### src/hw/rtl/lpht_pkg.sv
// Shared types, constants and codes for the linear probe hash table.
package lpht_pkg;

    localparam int SLOTS    = 256;
    localparam int IDX_W    = $clog2(SLOTS);
    localparam int CNT_W    = IDX_W + 1;
    localparam int QDEPTH   = 2;

    typedef enum logic [1:0] {
        MODE_GET    = 2'd0,
        MODE_SET    = 2'd1,
        MODE_REMOVE = 2'd2,
        MODE_NONE   = 2'd3
    } mode_t;

    typedef enum logic [1:0] {
        KIND_EMPTY = 2'd0,
        KIND_LIVE  = 2'd1,
        KIND_TOMB  = 2'd2,
        KIND_BAD   = 2'd3
    } kind_t;

    typedef enum logic [1:0] {
        ST_OK     = 2'd0,
        ST_ABSENT = 2'd1,
        ST_FULL   = 2'd2,
        ST_RSVD   = 2'd3
    } status_t;

    typedef struct packed {
        logic [1:0]  mode;
        logic [31:0] key_id;
        logic [31:0] key_hash;
        logic [63:0] new_value;
    } req_t;

    typedef struct packed {
        logic [1:0]  status;
        logic        was_new_key;
        logic [63:0] read_value;
    } rsp_t;

    // Request as classified by the front end.
    typedef struct packed {
        mode_t       mode;
        logic [31:0] key_id;
        logic [IDX_W-1:0] start;
        logic [63:0] new_value;
    } job_t;

    typedef enum logic [2:0] {
        S_CLEAR,
        S_IDLE,
        S_READ,
        S_CHECK,
        S_WRITE,
        S_DONE
    } eng_state_t;

endpackage

### src/hw/rtl/lpht_front.sv
// Front end: accepts requests, computes the start slot and queues jobs.
module lpht_front (
    input  logic           clk,
    input  logic           rst_n,
    input  lpht_pkg::req_t req,
    input  logic           push,
    output logic           full,
    output lpht_pkg::job_t job,
    output logic           job_valid,
    input  logic           job_take
);
    import lpht_pkg::*;

    job_t q_reg [QDEPTH];
    logic [$clog2(QDEPTH)-1:0] wp_reg, rp_reg;
    logic [$clog2(QDEPTH):0]   cnt_reg;
    job_t in_job;
    logic wr, rd;

    // Classify the incoming request.
    always_comb
    begin
        in_job.mode      = mode_t'(req.mode);
        in_job.key_id    = req.key_id;
        in_job.start     = req.key_hash[IDX_W-1:0];
        in_job.new_value = req.new_value;
    end

    assign full      = (cnt_reg == ($clog2(QDEPTH)+1)'(QDEPTH));
    assign job_valid = (cnt_reg != '0);
    assign job       = q_reg[rp_reg];
    assign wr        = push && !full;
    assign rd        = job_take && job_valid;

    // Job queue storage.
    always_ff @(posedge clk)
    begin
        if (wr)
        begin
            q_reg[wp_reg] <= in_job;
        end
    end

    // Queue pointers.
    always_ff @(posedge clk or negedge rst_n)
    begin
        if (!rst_n)
        begin
            wp_reg  <= '0;
            rp_reg  <= '0;
            cnt_reg <= '0;
        end
        else
        begin
            if (wr)
            begin
                wp_reg <= wp_reg + 1'b1;
            end
            if (rd)
            begin
                rp_reg <= rp_reg + 1'b1;
            end
            cnt_reg <= cnt_reg + {{$clog2(QDEPTH){1'b0}}, wr} - {{$clog2(QDEPTH){1'b0}}, rd};
        end
    end

endmodule

### config.mk
export PLATFORM = sky130hd
export DESIGN_NAME = lpht_front
export DESIGN_NICKNAME = d
export VERILOG_FILES = /design/src/hw/rtl/lpht_pkg.sv /design/src/hw/rtl/lpht_front.sv
export SDC_FILE = /design/constraint.sdc
export NUM_CORES = 1
export LEC_CHECK = 0
export ABC_AREA = 1
export BUFFER_PORTS_ARGS = -buffer_cell sky130_fd_sc_hd__buf_2
export CAP_MARGIN = 20
export CORE_MARGIN = 1
export CORE_UTILIZATION = 45
export DETAILED_ROUTE_END_ITERATION = 12
export PLACE_DENSITY = 0.71
export SYNTH_ARGS = -nofsm -noshare
export SYNTH_HDL_FRONTEND = slang
export SYNTH_SLANG_ARGS = --single-unit
### constraint.sdc
create_clock -name clk -period 10.05 [get_ports clk]
set_input_delay 0.5025 -clock clk [delete_from_list [all_inputs] [get_ports clk]]
set_output_delay 0.5025 -clock clk [all_outputs]
set_load 0.02 [all_outputs]
* After elaboration in Yosys (flattened, before gate mapping)
Memories as Yosys holds them, arrays and structs flattened.
Index checks and enable logic that the tools add are counted.
** Word-level totals
- Register bits :: 4
- Memories :: 1
- Output and inout bits :: 108
- Bits of input ports :: 134
- Memory bits (writable) :: 212
** Memory list
- q_reg :: depth 2, width 106, rd ports 1, clocked after memory_dff 0, wr ports 1, line lpht_front.sv:14 : job_t q_reg [QDEPTH];
** Cells by class
- Multiplexer cells :: 2
- Reductions and logical operators :: 4
- Equal/unequal tests :: 1
- Add/subtract/negate cells :: 4
** Operators by type and width (number)
- $add A1 B1 Y1 const B :: 2
- $add A2 B1 Y2 :: 1
- $eq A2 B2 Y1 const B :: 1
- $logic_and A1 B1 Y1 :: 2
- $mux W1 :: 2
- $reduce_bool A2 Y1 :: 1
- $sub A2 B1 Y2 :: 1
- $logic_not A1 Y1 :: 1

* Longest topological paths before layout
- Word-level depth :: 5
- Depth in mapped cells :: 10

* Least setup slack after synthesis
No wires, ideal clock.
- Path type :: input -> register
- Start point :: input port push
- End point :: memory q_reg[1][0] (netlist bit), enable pin
- Path buffers :: 0
- Stages :: 2
- Required time :: 9478 ps
- Slack :: 4482 ps
- Arrival time :: 4996 ps
- Library setup time :: 572 ps
- Cells stage by stage :: nand2_1 -> nor2_1
** On the way
- Word-level cells in the longest chain between the ends :: 3
** Ends and longest elaborated chain
- start, declared :: line lpht_front.sv:6 : input logic push,
- $logic_and A1 B1 Y1 :: line lpht_front.sv:32 : assign wr = push && !full;
- $mux W1 :: line lpht_front.sv:38 : if (wr)
- $mux W1 (not written as such) :: line lpht_front.sv:40 : q_reg[wp_reg] <= in_job;
- end, declared :: line lpht_front.sv:14
No other way between the ends.

==> metrics.csv <==
metric,value,unit
cts.repair.resized,0,
setup_violations,0,
viasPerCell,4.604,
endpoint_kind,output pin,
grt_max_degree,76,
crit_start,rp_reg$_DFFE_PN0P_,
totalNegativeSetupSlack,0,ps
endpoint,job[96],
cts_made_buffers,23,
skew,12.17,ps
r2r_slack,7550,ps
totalWireLength,15230,um
worstSkewPairLatency,490,ps
avgSynthCellArea,13.56,um^2
syn_to_final_growth,24.89,%
grt_setup_unrepaired,no,
drive_gt1_share,30.67,%
drt_iter0_markers,329,
grt_pass1_wl,23650,um
die_h,134.9,um
cts.sinks,216,
synthCells,586,
tightest_slew,850.7,ps
hold_slack,196.1,ps
r2r-start,cnt_reg[1]$_DFF_PN0_,
slew_viol_final,0,
postRouteAntennaNets,0,
start_kind,register,
remaining_drc_errors,0,
place_area,9211,um^2
fmax,312.4,MHz
grt_antenna_before_repair,2,
status,finished clean,
fin_crit,3201,ps
overflow,0,
root_buffer,clkbuf_16,
num_vias,4843,
crit_type,reg -> out,
rows,48,
yosysSeqAreaShare,81.40,%
rr_worst_depth,5,
ioPinCount,242,
place.gp.congestion,0.7075,
track_usage,16.82,%
cp.required,9550,ps
io_buffers,217,
fin_nets,947,
final_hold_viol_count,0,
yosysUniqueCellTypes,11,
routedWlPerCell,14.48,um
final_common_cell,nand2_1,
drv_cap,0,
arrival,2700,ps
firstDrtPassIters,4,
cts_buffer_depth,3,
worstHoldPathType,in -> reg,
leakage,4.305,nW
core,17300,um^2
largest_register_ffs,212,
die-area,18190,um^2
netlist_area,7944,um^2
grt_pass1_vias,4832,
yosys_warnings,0,
syn-num-nets,722,
cts_tree,built,
ir_worst_vdd,0.2006,mV
power.density,314.9,nW/um^2
start_util,45.93,%
ys_ff_latch,216,
path_clk_slew,60,ps
fin_crit_sh,31.85,%
maxSlewHeadroom,43.28,%
r2r-end,q_reg[1][65]$_DFFE_PP_,
critical_path.max_fanout,75,
die_x,134.9,um
nFillCells,1433,
dp_hpwl,9317,um
fin_area,9921,um^2
htree_levels,1,
mostFrequentLayoutCells,"nand2_1, buf_2, edfxtp_1",
==> logic make-up after synthesis <==
logic type	synth area share [%]
and+or+nand+nor	15.88
buffers and inverters	2.410
adders and majority gates	0.3150
DFF	81.40
==> how the worst min path moves through the flow <==
stage | start | to | slack [ps] | cells past startpoint
after global routing | req[5] | q_reg[1][5]$_DFFE_PP_ | 170 | 1
after detailed placement | rst_n | cnt_reg[0]$_DFF_PN0_ | 320 | 1
after global placement | rst_n | cnt_reg[0]$_DFF_PN0_ | 320 | 1
after CTS | req[5] | q_reg[1][5]$_DFFE_PP_ | 170 | 1
after floorplan | rst_n | cnt_reg[0]$_DFF_PN0_ | 210 | 0
final | req[110] | q_reg[1][86]$_DFFE_PP_ | 200 | 1
==> area by class of cell <==
cell class                 count  area (um^2)  area share, %
timing repair buffer         223         1134          11.43
antenna                        2        5.005        0.05045
clock buffer                  30        601.8          6.066
clock inverter                 9        92.59         0.9333
tap                          225        281.5          2.838
inverter                      10        42.54         0.4288
multi-input combinational    337         1294          13.04
sequential                   216         6470          65.22
==> layer usage <==
| metal | track usage (%) | vias up | routed length [um] |
|---|---|---|---|
| met3 | 6.344 | 24 | 1625 |
| met2 | 28.69 | 179 | 7186 |
| li1 | - | 2425 | - |
| met5 | 0 | - | 12 |
| met1 | 19.69 | 2213 | 6177 |
| met4 | 5.181 | 2 | 227 |
==> critical path, stage by stage, from the launching register on <==
cell and delay, ps:
dfrtp_4 650, inv_4 360, buf_4 670, nand2_1 140
nand2_1 110, buf_2 160
==> per-stage QoR <==
step | instances | worst slack (ps) | power (mW) | util (%)
after global routing | 1050 | 6673 | 3.311 | 57.33
after global placement | 1010 | 7355 | 2.364 | 53.26
after floorplan | 586 | 4482 | 2.040 | -
final | 1052 | 6849 | 3.124 | 57.36
after CTS | 1050 | 6818 | 3.168 | 57.33
after detailed placement | 1010 | 7348 | 2.381 | 53.26
==> power breakdown <==
part	switching [mW]	internal [mW]	leakage, nW
registers	0.0640	1.23	2.02
clock network	0.310	0.470	0.336
logic	0.765	0.284	1.95
total	1.14	1.98	4.31
==> synth_stat cells <==
master    number  area [um^2]
nand2_1      331         1242
edfxtp_1     212         6366
buf_2         16        80.08
inv_1          9        33.78
buf_6          5        56.30
dfrtp_1        4        100.1
nand3_1        3        15.01
buf_4          2        15.01
ha_1           2        25.02
inv_4          1        6.260
nor2_1         1        3.750
==> repair_timing <==
item | 4_1_cts | 5_1_grt
hold buffers | 1 | 0
endpoints found under the setup margin | 0 | 0
hold endpoints to repair | 4 | 0
setup buffers | 0 | 0
No activity file was read; power rests on OpenSTA's default activity.
